$ cat src/rtl/hist_pkg.sv
// Shared package for the fixed-width histogram core.
// Holds field widths, command and register index codes, and reset values.
// Used by hist_div and fixed_width_histogram_core; depends on nothing.
package hist_pkg;

   localparam int NUM_COUNTERS_DEF = 64;

   localparam int SAMPLE_W    = 64;
   localparam int WORD_W      = 32;
   localparam int INDEX_W     = 6;
   localparam int LAST_BIN_W  = 6;
   localparam int CSR_INDEX_W = 8;

   localparam int REQ_TDATA_W = 72;
   localparam int RSP_TDATA_W = 96;

   localparam logic CMD_ADD  = 1'b0;
   localparam logic CMD_READ = 1'b1;

   localparam logic [CSR_INDEX_W-1:0] CSR_BIN_WIDTH = 8'd0;
   localparam logic [CSR_INDEX_W-1:0] CSR_LAST_BIN  = 8'd1;

   localparam logic [WORD_W-1:0]     BIN_WIDTH_RST = 32'd1;
   localparam logic [LAST_BIN_W-1:0] LAST_BIN_RST  = 6'd62;

endpackage

$ cat src/rtl/hist_ram.sv
// Generic single-write, single-read RAM with a registered read port.
// Width and depth are parameters; no reset on the array or read data.
// Depends on nothing.
module hist_ram #(
   parameter int WIDTH = 32,
   parameter int DEPTH = 64
) (
   input  logic                     clock,
   input  logic                     wr_en,
   input  logic [$clog2(DEPTH)-1:0] wr_addr,
   input  logic [WIDTH-1:0]         wr_data,
   input  logic                     rd_en,
   input  logic [$clog2(DEPTH)-1:0] rd_addr,
   output logic [WIDTH-1:0]         rd_data
);

   logic [WIDTH-1:0] mem_ff [DEPTH];
   logic [WIDTH-1:0] rd_data_ff;

   always_ff @(posedge clock) begin
      if (wr_en) begin
         mem_ff[wr_addr] <= wr_data;
      end
      if (rd_en) begin
         rd_data_ff <= mem_ff[rd_addr];
      end
   end

   assign rd_data = rd_data_ff;

endmodule

$ cat src/rtl/hist_div.sv
// Restoring divider, one quotient bit per cycle: 64-bit dividend by a
// 32-bit divisor, low 32 quotient bits returned. Uses hist_pkg.
// A zero divisor yields an all-ones quotient, as restoring division does.
module hist_div (
   input  logic                         clock,
   input  logic                         reset,
   input  logic                         start,
   input  logic [hist_pkg::SAMPLE_W-1:0] dividend,
   input  logic [hist_pkg::WORD_W-1:0]   divisor,
   output logic                         done,
   output logic [hist_pkg::WORD_W-1:0]   quotient
);
   import hist_pkg::*;

   logic                busy_ff, busy_in;
   logic                done_ff, done_in;
   logic [5:0]          cnt_ff, cnt_in;
   logic [SAMPLE_W-1:0] dq_ff, dq_in;
   logic [WORD_W-1:0]   rem_ff, rem_in;
   logic [WORD_W-1:0]   dvs_ff, dvs_in;

   logic [WORD_W:0]     shifted;
   logic [WORD_W+1:0]   diff;

   // For a nonzero divisor the remainder stays below the divisor; the shifted
   // value fits 33 bits and the trial difference 34 bits with borrow.
   assign shifted = {rem_ff, dq_ff[SAMPLE_W-1]};
   assign diff    = {1'b0, shifted} - {2'b00, dvs_ff};

   always_comb begin
      busy_in = busy_ff;
      done_in = 1'b0;
      cnt_in  = cnt_ff;
      dq_in   = dq_ff;
      rem_in  = rem_ff;
      dvs_in  = dvs_ff;
      if (start) begin
         busy_in = 1'b1;
         cnt_in  = '0;
         dq_in   = dividend;
         rem_in  = '0;
         dvs_in  = divisor;
      end else if (busy_ff) begin
         if (!diff[WORD_W+1]) begin
            rem_in = diff[WORD_W-1:0];
            dq_in  = {dq_ff[SAMPLE_W-2:0], 1'b1};
         end else begin
            rem_in = shifted[WORD_W-1:0];
            dq_in  = {dq_ff[SAMPLE_W-2:0], 1'b0};
         end
         cnt_in = cnt_ff + 6'd1;
         if (cnt_ff == 6'd63) begin
            busy_in = 1'b0;
            done_in = 1'b1;
         end
      end
   end

   always_ff @(posedge clock) begin
      if (reset) begin
         busy_ff <= 1'b0;
         done_ff <= 1'b0;
         cnt_ff  <= '0;
      end else begin
         busy_ff <= busy_in;
         done_ff <= done_in;
         cnt_ff  <= cnt_in;
      end
   end

   always_ff @(posedge clock) begin
      dq_ff  <= dq_in;
      rem_ff <= rem_in;
      dvs_ff <= dvs_in;
   end

   assign done     = done_ff;
   assign quotient = dq_ff[WORD_W-1:0];

endmodule

$ cat src/rtl/fixed_width_histogram_core.sv
// Fixed-width histogram core with an overflow bin.
// Request beats (req_*) carry a command in req_tuser: add a sample or read a
// counter. Each request gives exactly one response beat (rsp_*) with the bin
// index, the counter value, an overflow flag in rsp_tuser and the largest bin
// seen so far. Configuration beats on csr_* set the bin width (index 0) and
// the last ordinary bin (index 1); csr_ready is always high.
// An add goes through the restoring divider, which produces one quotient
// bit per cycle; then the counter RAM does a read, an increment and a write.
// A read goes straight to the counter RAM lookup, with no divide.
// Only one request is in flight; req_tready is high only while idle, so a
// new request is not taken until the last one has gone to the output register.
// After reset the counter RAM is cleared one entry per cycle, every entry in
// turn, while no request is taken. The response sits in an output
// register, so a stalled receiver does not stop the next request from being
// taken; that request waits for the register to empty before it finishes.
// Dependencies: hist_pkg, hist_div, hist_ram.
module fixed_width_histogram_core #(
   parameter int NUM_COUNTERS = hist_pkg::NUM_COUNTERS_DEF
) (
   input  logic                            clock,
   input  logic                            reset,
   // Request: tdata = sample[63:0], read_index[69:64], zero pad.
   input  logic                            req_tvalid,
   output logic                            req_tready,
   input  logic [hist_pkg::REQ_TDATA_W-1:0] req_tdata,
   // Request tuser: cmd.
   input  logic                            req_tuser,
   // Response: tdata = bin_index[31:0], count[63:32], max_seen[95:64].
   output logic                            rsp_tvalid,
   input  logic                            rsp_tready,
   output logic [hist_pkg::RSP_TDATA_W-1:0] rsp_tdata,
   // Response tuser: overflowed.
   output logic                            rsp_tuser,
   input  logic                            csr_valid,
   output logic                            csr_ready,
   input  logic [hist_pkg::CSR_INDEX_W-1:0] csr_index,
   input  logic [hist_pkg::WORD_W-1:0]      csr_data
);
   import hist_pkg::*;

   localparam int CW = $clog2(NUM_COUNTERS);
   localparam logic [WORD_W-1:0] LAST_CAP  = WORD_W'(NUM_COUNTERS - 2);
   localparam logic [WORD_W-1:0] DEPTH_W   = WORD_W'(NUM_COUNTERS);
   localparam logic [CW-1:0]     ADDR_LAST = CW'(NUM_COUNTERS - 1);

   localparam logic [2:0] ST_CLEAR  = 3'd0;
   localparam logic [2:0] ST_IDLE   = 3'd1;
   localparam logic [2:0] ST_DIV    = 3'd2;
   localparam logic [2:0] ST_LOOKUP = 3'd3;
   localparam logic [2:0] ST_WRITE  = 3'd4;
   localparam logic [2:0] ST_SEND   = 3'd5;

   logic [2:0]            state_ff, state_in;
   logic [CW-1:0]         clr_ff, clr_in;
   logic [WORD_W-1:0]     bin_width_ff, bin_width_in;
   logic [LAST_BIN_W-1:0] last_bin_ff, last_bin_in;
   logic [WORD_W-1:0]     largest_ff, largest_in;
   logic                  rsp_valid_ff, rsp_valid_in;

   logic                  cmd_ff, cmd_in;
   logic [INDEX_W-1:0]    read_index_ff, read_index_in;
   logic [WORD_W-1:0]     bin_ff, bin_in;
   logic [CW-1:0]         addr_ff, addr_in;
   logic                  ovf_ff, ovf_in;
   logic                  in_range_ff, in_range_in;
   logic [WORD_W-1:0]     count_ff, count_in;
   logic [RSP_TDATA_W-1:0] rsp_data_ff, rsp_data_in;
   logic                  rsp_user_ff, rsp_user_in;

   logic                  req_fire;
   logic                  div_start;
   logic                  div_done;
   logic [WORD_W-1:0]     div_quot;

   logic [WORD_W-1:0]     eff_last;
   logic                  in_bin;
   logic [WORD_W-1:0]     ridx_ext;
   logic [CW-1:0]         lookup_addr;

   logic                  ram_wr_en;
   logic [CW-1:0]         ram_wr_addr;
   logic [WORD_W-1:0]     ram_wr_data;
   logic                  ram_rd_en;
   logic [WORD_W-1:0]     ram_rd_data;
   logic [WORD_W-1:0]     incremented;
   logic                  rsp_free;

   assign req_tready = (state_ff == ST_IDLE);
   assign req_fire   = req_tvalid && req_tready;
   assign div_start  = req_fire && (req_tuser == CMD_ADD);
   assign csr_ready  = 1'b1;
   assign rsp_free   = !rsp_valid_ff || rsp_tready;

   // The last ordinary bin saturates so the overflow counter always exists.
   assign eff_last = (WORD_W'(last_bin_ff) > LAST_CAP) ? LAST_CAP
                                                       : WORD_W'(last_bin_ff);
   assign in_bin   = (bin_ff <= eff_last);
   assign ridx_ext = WORD_W'(read_index_ff);

   always_comb begin
      if (cmd_ff == CMD_ADD) begin
         lookup_addr = in_bin ? bin_ff[CW-1:0] : (eff_last[CW-1:0] + CW'(1));
      end else begin
         lookup_addr = ridx_ext[CW-1:0];
      end
   end

   assign incremented = ram_rd_data + WORD_W'(1);
   assign ram_rd_en   = (state_ff == ST_LOOKUP);
   assign ram_wr_en   = (state_ff == ST_CLEAR) ||
                        ((state_ff == ST_WRITE) && (cmd_ff == CMD_ADD));
   assign ram_wr_addr = (state_ff == ST_CLEAR) ? clr_ff : addr_ff;
   assign ram_wr_data = (state_ff == ST_CLEAR) ? '0 : incremented;

   hist_div u_div (
      .clock    (clock),
      .reset    (reset),
      .start    (div_start),
      .dividend (req_tdata[SAMPLE_W-1:0]),
      .divisor  (bin_width_ff),
      .done     (div_done),
      .quotient (div_quot)
   );

   hist_ram #(
      .WIDTH (WORD_W),
      .DEPTH (NUM_COUNTERS)
   ) u_ram (
      .clock   (clock),
      .wr_en   (ram_wr_en),
      .wr_addr (ram_wr_addr),
      .wr_data (ram_wr_data),
      .rd_en   (ram_rd_en),
      .rd_addr (lookup_addr),
      .rd_data (ram_rd_data)
   );

   always_comb begin
      bin_width_in = bin_width_ff;
      last_bin_in  = last_bin_ff;
      if (csr_valid) begin
         unique case (csr_index)
            CSR_BIN_WIDTH: bin_width_in = csr_data;
            CSR_LAST_BIN:  last_bin_in  = csr_data[LAST_BIN_W-1:0];
            default: ;
         endcase
      end
   end

   always_comb begin
      state_in      = state_ff;
      clr_in        = clr_ff;
      largest_in    = largest_ff;
      rsp_valid_in  = rsp_valid_ff && !rsp_tready;
      cmd_in        = cmd_ff;
      read_index_in = read_index_ff;
      bin_in        = bin_ff;
      addr_in       = addr_ff;
      ovf_in        = ovf_ff;
      in_range_in   = in_range_ff;
      count_in      = count_ff;
      rsp_data_in   = rsp_data_ff;
      rsp_user_in   = rsp_user_ff;
      unique case (state_ff)
         ST_CLEAR: begin
            clr_in = clr_ff + CW'(1);
            if (clr_ff == ADDR_LAST) begin
               state_in = ST_IDLE;
            end
         end
         ST_IDLE: begin
            if (req_fire) begin
               cmd_in        = req_tuser;
               read_index_in = req_tdata[SAMPLE_W +: INDEX_W];
               bin_in        = WORD_W'(req_tdata[SAMPLE_W +: INDEX_W]);
               state_in      = (req_tuser == CMD_ADD) ? ST_DIV : ST_LOOKUP;
            end
         end
         ST_DIV: begin
            if (div_done) begin
               bin_in   = div_quot;
               state_in = ST_LOOKUP;
            end
         end
         ST_LOOKUP: begin
            addr_in     = lookup_addr;
            ovf_in      = (cmd_ff == CMD_ADD) && !in_bin;
            in_range_in = (ridx_ext < DEPTH_W);
            state_in    = ST_WRITE;
         end
         ST_WRITE: begin
            if (cmd_ff == CMD_ADD) begin
               count_in = incremented;
               if (bin_ff > largest_ff) begin
                  largest_in = bin_ff;
               end
            end else begin
               count_in = in_range_ff ? ram_rd_data : '0;
            end
            state_in = ST_SEND;
         end
         ST_SEND: begin
            if (rsp_free) begin
               rsp_valid_in = 1'b1;
               rsp_data_in  = {largest_ff, count_ff, bin_ff};
               rsp_user_in  = ovf_ff;
               state_in     = ST_IDLE;
            end
         end
         default: state_in = ST_IDLE;
      endcase
   end

   always_ff @(posedge clock) begin
      if (reset) begin
         state_ff     <= ST_CLEAR;
         clr_ff       <= '0;
         bin_width_ff <= BIN_WIDTH_RST;
         last_bin_ff  <= LAST_BIN_RST;
         largest_ff   <= '0;
         rsp_valid_ff <= 1'b0;
      end else begin
         state_ff     <= state_in;
         clr_ff       <= clr_in;
         bin_width_ff <= bin_width_in;
         last_bin_ff  <= last_bin_in;
         largest_ff   <= largest_in;
         rsp_valid_ff <= rsp_valid_in;
      end
   end

   always_ff @(posedge clock) begin
      cmd_ff        <= cmd_in;
      read_index_ff <= read_index_in;
      bin_ff        <= bin_in;
      addr_ff       <= addr_in;
      ovf_ff        <= ovf_in;
      in_range_ff   <= in_range_in;
      count_ff      <= count_in;
      rsp_data_ff   <= rsp_data_in;
      rsp_user_ff   <= rsp_user_in;
   end

   assign rsp_tvalid = rsp_valid_ff;
   assign rsp_tdata  = rsp_data_ff;
   assign rsp_tuser  = rsp_user_ff;

endmodule
$ cat config.mk
export PLATFORM = sky130hd
export DESIGN_NAME = fixed_width_histogram_core
export DESIGN_NICKNAME = d
export VERILOG_FILES = /design/src/rtl/hist_pkg.sv /design/src/rtl/hist_ram.sv /design/src/rtl/hist_div.sv /design/src/rtl/fixed_width_histogram_core.sv
export SDC_FILE = /design/constraint.sdc
export NUM_CORES = 2
export LEC_CHECK = 0
export BUFFER_PORTS_ARGS = -buffer_cell sky130_fd_sc_hd__buf_2
export CAP_MARGIN = 10
export CORE_MARGIN = 10
export CORE_UTILIZATION = 55
export CTS_BUF_LIST = sky130_fd_sc_hd__clkbuf_8 sky130_fd_sc_hd__clkbuf_16
export DETAILED_ROUTE_END_ITERATION = 7
export PLACE_DENSITY = 0.71
export SLEW_MARGIN = 20
export SYNTH_ARGS = -nofsm -noshare
export SYNTH_HDL_FRONTEND = slang
export SYNTH_SLANG_ARGS = --single-unit
$ cat constraint.sdc
create_clock -name clock -period 6.9 [get_ports clock]
set_input_delay 0.69 -clock clock [delete_from_list [all_inputs] [get_ports clock]]
set_output_delay 0.69 -clock clock [all_outputs]
set_load 0.05 [all_outputs]
## Word-level counts from Yosys, hierarchy flattened

Memories as Yosys holds them, arrays and structs flattened. A register that Yosys moved wholly into a read port is not among the register bits.
Index checks and enable logic that the tools add are counted.

| word-level totals | value |
|---|---|
| input port bits | 118 |
| logic and storage cells | 97 |
| latch bits | 0 |
| output and inout bits | 100 |
| register bits after elaboration | 392 |
| memories kept | 1 |
| RAM bits | 2,048 |
| ROM bits | 0 |

Memory list:

| name | depth | bits a word | rd ports | clocked after Yosys merged registers in | wr ports | line | source |
|---|---|---|---|---|---|---|---|
| u_ram.mem_ff | 64 | 32 | 1 | 1 | 1 | hist_ram.sv:17 | `logic [WIDTH-1:0] mem_ff [DEPTH];` |

| operators by class | value |
|---|---|
| bitwise operators | 3 |
| equality and inequality tests | 12 |
| muxes and demuxes | 28 |
| magnitude comparators | 4 |
| shifts and indexed selects | 0 |
| reductions and logical operators | 23 |
| $mul | 0 |
| divide/modulo/power cells | 0 |
| $add $sub $neg | 5 |

Operator list:

| kind | count |
|---|---|
| 32-bit 2-to-1 mux | 6 |
| 64-bit 2-to-1 mux | 2 |
| 32-bit case mux with 2 select lines | 1 |
| 33-bit by 32-bit subtractor with 34-bit output | 1 |
| 32-bit by 1-bit adder with 32-bit output, second input constant | 1 |
| 32-bit greater-than comparator | 1 |
| 32-bit by 6-bit <= comparator with 1-bit output | 1 |
| 6-bit 2-to-1 mux | 4 |
| 6-bit by 1-bit adder with 6-bit output, second input constant | 3 |
| 3-bit case mux with 6 select lines | 1 |
| 6-bit == test, second input constant | 2 |
| 3-bit 2-to-1 mux | 4 |
| 1-bit 2-to-1 mux | 10 |
| 8-bit by 1-bit == test with 1-bit output, second input constant | 1 |
| 8-bit zero test | 1 |
| 2-bit AND reduction | 4 |
| 6-bit by 7-bit less-than comparator with 1-bit output, second input constant | 1 |
| 3-bit by 2-bit == test with 1-bit output, second input constant | 2 |
| 3-bit == test, second input constant | 2 |
| 6-bit greater-than comparator, second input constant | 1 |
| 2-bit by 1-bit inequality test with 1-bit output, second input constant | 3 |
| 3-bit AND reduction | 2 |
| 1-bit logical AND | 5 |
| 4-bit AND reduction | 1 |
| other kinds (9) | 15 |

## Depth between registers and ports, before layout

| logic depth | value |
|---|---|
| word-level depth | 5 |
| depth in mapped cells | 17 |
| gate-level depth less buffers | 14 |

## Modules after synthesis

Synthesis repeated with hierarchy kept, for this count alone.

| second synthesis, totals | value |
|---|---|
| cell total of the unflattened synthesis | 4,946 |
| area total of the unflattened synthesis | 97,549.8 sq um |

Modules (own cells, without submodules):

| module | seq. area each (sq um) | cells an instance | area each (sq um) | times used |
|---|---|---|---|---|
| hist_ram | 62,459.9 | 3,324 | 78,835.6 | 1 |
| fixed_width_histogram_core | 6,856.6 | 970 | 11,324.6 | 1 |
| hist_div | 3,683.5 | 652 | 7,389.6 | 1 |

## Worst setup path after synthesis

No wires, ideal clock.

| timing path | value |
|---|---|
| path type | input to register |
| start point | in rsp_tready |
| end point | reg rsp_data_ff[0] (netlist: rsp_tdata[0]) (enable) |
| setup time | 0.564 ns |
| data required time | 6.336 ns |
| buffers on the path | 0 |
| stages | 2 |
| path slack | 1.227 ns |
| arrival | 5.109 ns |
| cells stage by stage | nand2b_1 > nor2b_1 |

| on the way | value |
|---|---|
| cells in the longest elaborated chain, start to end | 2 |

Ends and longest elaborated chain:

| item | line | source |
|---|---|---|
| start, declared | fixed_width_histogram_core.sv:30 | `input logic rsp_tready,` |
| 1-bit logical OR | fixed_width_histogram_core.sv:92 | `assign rsp_free = !rsp_valid_ff \|\| rsp_tready;` |
| 2-bit AND reduction (no source line) | - |  |
| end signal, assigned | fixed_width_histogram_core.sv:240 | `rsp_data_ff <= rsp_data_in;` |
| end, declared | fixed_width_histogram_core.sv:67 | `logic [RSP_TDATA_W-1:0] rsp_data_ff, rsp_data_in;` |

Every way passes these cells.
A chain may end at the register's enable or synchronous reset.

## Worst setup path in the final report

| timing path | value |
|---|---|
| start point | reg last_bin_ff[4] |
| end point | reg u_ram.rd_data_ff[9] (netlist: u_ram.rd_data[9]) (read register of u_ram.mem_ff), data pin |

| on the way | value |
|---|---|
| cells in the longest elaborated chain, start to end | 5 |
| elaborated cells on any way between the ends | 6 |
| those cells by class | 1 x add/sub; 2 x order compare; 3 x mux |

Ends and longest elaborated chain:

| item | line | source |
|---|---|---|
| start, declared | fixed_width_histogram_core.sv:56 | `logic [LAST_BIN_W-1:0] last_bin_ff, last_bin_in;` |
| start signal, assigned | fixed_width_histogram_core.sv:226 | `last_bin_ff <= last_bin_in;` |
| 6-bit greater-than comparator | fixed_width_histogram_core.sv:95 | `assign eff_last = (WORD_W'(last_bin_ff) > LAST_CAP) ? LAST_CAP` |
| 6-bit 2-to-1 mux * | fixed_width_histogram_core.sv:95 |  |
| 32-bit by 6-bit <= comparator with 1-bit output or 6-bit by 1-bit adder with 6-bit output (tied branches) | fixed_width_histogram_core.sv:97, fixed_width_histogram_core.sv:102 |  |
| 6-bit 2-to-1 mux * | fixed_width_histogram_core.sv:102 | `lookup_addr = in_bin ? bin_ff[CW-1:0] : (eff_last[CW-1:0] + CW'(1));` |
| 6-bit 2-to-1 mux * | fixed_width_histogram_core.sv:101 | `if (cmd_ff == CMD_ADD) begin` |
| end, declared | hist_ram.sv:18 | `logic [WIDTH-1:0] rd_data_ff;` |

Every way passes the cells marked *; elsewhere a longest branch is shown, timed or not.

==> results.txt <==
crit end category -> register
Tot Pwr -> 30.9 mW
Layout area overhead -> 14.1%
initial core utilization -> 55.4%
CP Cell Sequence -> and4_1 -> a21oi_1 -> ha_1 -> and4_1 -> and2_1 -> a21oi_1 -> o21ai_1 -> a31oi_4 -> buf_16 -> buf_12 -> buf_4 -> mux4_2 -> a22o_1 -> a221oi_1 -> mux2i_1 -> mux2_2
switching part of the total -> 20.8%
I/O pins -> 218
Avg Inst Size Synth -> 19.7 µm²
Worst Setup Start Kind -> register
# resized after CTS -> 0
cts bufs inserted -> 232
skew final -> 0.0393 ns
Flop pwr share -> 53.2%
setup TNS -> 0 ns
area leader, netlist -> edfxtp_1
mux share of post-synthesis cell area -> 13.3%
max cap viols -> 0
Leak -> 36.9 nW
total core area -> 0.174 mm²
Clk Latency, worst-skew pair -> 0.88 ns
Crit-path slowest cell -> a31oi_4
main combinational cell family by area after synthesis -> multiplexers
RSZ-0062 raised after global routing -> false
synth top area cells -> edfxtp_1 (73%), mux4_2 (12%), dfxtp_1 (2.5%)
FFs w/ async S/R, synth -> 0%
Slew @ Worst Pin -> 1.18 ns
Final period util -> 77.8%
cts hold-fix bufs -> 5
final setup fails -> 0
CTS root buf -> clkbuf_16
count of final hold-check violations -> 0
clock slew at reported path FFs -> 0.06 ns
drt first-iter violations -> 6470
row cnt -> 153
DRT Pass-1 Iters -> 5
CTS H-tree depth -> 4
CP peak stage delay -> 0.60 ns
count of pins over their slew limit -> 0
Synth Register Bits -> 2471
Chip Height -> 439 µm
Clock Power Share -> 42.6%
Via density -> 6.39
type of the worst min-delay path -> input port to register
number of remaining DRC errors -> 0
dominant synthesized flop cell -> edfxtp_1
Internal Pwr Total -> 24.4 mW
maximum VDD drop -> 0.000238 V
initial antenna violation count -> 8
Final ANT Viol Nets -> 0
post-synthesis simple-gate area fraction -> 3.19%
number of buffers added on ports -> 214
drt wl/cell -> 29.5 µm
Max clock buf depth -> 3
CTS tree -> done
DP Wirelength -> 130 mm
clock sink count -> 2471
crit path kind -> register to register
fin util -> 63.3%
Sw Pwr -> 6.41 mW
GR Overflow Total -> 0
die area -> 0.193 mm²
vias in the first global route -> 49700
YS warnings -> 0
sequential element share of the synthesized area -> 75.6%
largest net degree at the start of global routing -> 89
area share of fa/ha/maj cells after synthesis -> 0.979%
Gate Count Post-Synth -> 4904
CP Max Fanout -> 22
Rel. slew slack -> 21.4%
status -> completed
vias -> 49900
Routed Wire Length -> 230 mm
top cell type's share of synthesized area -> 73.1%
Required @ worst endpoint -> 7.51 ns
most frequent cells after synthesis -> edfxtp_1 (2351), mux4_2 (512), nand2_1 (356)
die width -> 439 µm
Mapped Area -> 0.0966 mm²
Syn Nets -> 5097
Comb power frac -> 4.3%
Placer Congestion -> 0.839
fin nets -> 5472
most frequent cell after synthesis -> edfxtp_1
final hold slack -> 0.0631 ns
layout cells sized above 1 -> 26.1%
worst path arrival time -> 5.98 ns
GRT Util Overall -> 23.6%
cell area power density -> 280 mW/mm²
post-CTS setup buffer count -> 0
Post-synth EDFFs -> 2351
post-synthesis compound-gate area fraction -> 4.49%
fmax -> 0.186 GHz
Final min period -> 5.37 ns
global-route wire length before repair -> 336 mm
Unique masters post-synth -> 68
Synth Area in XOR/XNOR -> 0.798%
==> layout by cell type (no fill, tap or decap), types with 36 or more instances in the layout <==
cell          n
o21ai_0      51
mux4_2      512
a22o_1      126
clkinv_1     44
xnor2_1      49
buf_4       142
mux2_2       39
clkinv_2     48
edfxtp_1   2351
nand2_1     355
and2_1       36
nor2_1       55
a221oi_1    124
clkbuf_16   238
inv_1       124
buf_2       214
a21oi_1      88
xor2_1       39
mux2i_1      89
dfxtp_1     119
ha_1         74
buf_12       37
nor2_4       98
==> through the flow <==
stage | instance area [µm²] | setup slack, ns | instances
finish | 110000 | 1.53 | 7811
global route | 110000 | 1.21 | 7807
CTS | 110000 | 1.55 | 7798
detailed placement | 102000 | 1.57 | 7357
global placement | 102000 | 1.31 | 7348
floorplan | 96600 | 1.23 | 4904
==> cells by family (layout without fill, tap and decap cells) <==
logic type / Yosys count / after routing
simple gates: 701 / 701
flops: 2471 / 2471
mux: 640 / 640
fa+ha+maj: 75 / 75
buf+inv: 352 / 929
other cells: 1 / 6
compound gates: 576 / 576
xor+xnor: 88 / 88
==> final timing paths <==
path	from	end	slack, ns	cells past startpoint
setup / recovery	last_bin_ff[4]	u_ram.rd_data[9]	1.53	16
hold / removal	csr_data[0]	bin_width_ff[0]	0.06	3
setup reg to reg	last_bin_ff[4]	u_ram.rd_data[9]	1.53	16
hold reg to reg	largest_ff[19]	rsp_tdata[83]	0.42	0
==> flip-flops by register name (all words and copies together) (netlist names) <==
register,cells
u_div.cnt_ff,6
cmd_ff,1
u_div.rem_ff,32
u_div.done,1
u_div.busy_ff,1
u_ram.rd_data,32
read_index_ff,6
rsp_tvalid,1
rsp_tdata,96
addr_ff,6
bin_ff,32
ovf_ff,1
u_div.dq_ff,64
largest_ff,32
last_bin_ff,6
bin_width_ff,32
clr_ff,6
u_div.dvs_ff,32
rsp_tuser,1
u_ram.mem_ff,2048
count_ff,32
state_ff,3
==> final cells by class <==
cell class	instances	area [µm²]
Multi-Input combinational cell	2081	22900
Sequential cell	2471	73000
Timing Repair Buffer	403	3070
Clock inverter	193	1980
Tap cell	2325	2910
Antenna cell	5	12.5
Inverter	90	340
Clock buffer	243	6020
Fill cell	11600	64000
==> power groups by stage <==
stage	clock [mW]	combinational (mW)	sequential, mW
3_5_place_dp	0	1.31	16.7
2_1_floorplan	0	0.984	16.7
5_1_grt	13.9	1.47	16.4
4_1_cts	13.3	1.32	16.4
6_report	13.1	1.32	16.4
3_3_place_gp	0	1.28	16.7
==> critical path: cells and delay by family (launching register included) <==
| kind | cells | cell delay (ns) |
|---|---|---|
| buf+inv | 3 | 0.84 |
| simple gates | 3 | 0.59 |
| flops | 1 | 0.35 |
| fa+ha+maj | 1 | 0.28 |
| compound gates | 6 | 1.86 |
| mux | 3 | 1.19 |
==> metal layers <==
metal  GRT usage [%]  part of all wire [%]  vias up
met5               0                 0.017        -
met3            4.59                   9.3      391
met4            7.65                   3.1        6
li1                -                     -    20900
met1            32.8                    39    26100
met2            38.0                    49     2545
Note: power is estimated with default switching activity, not from simulation.
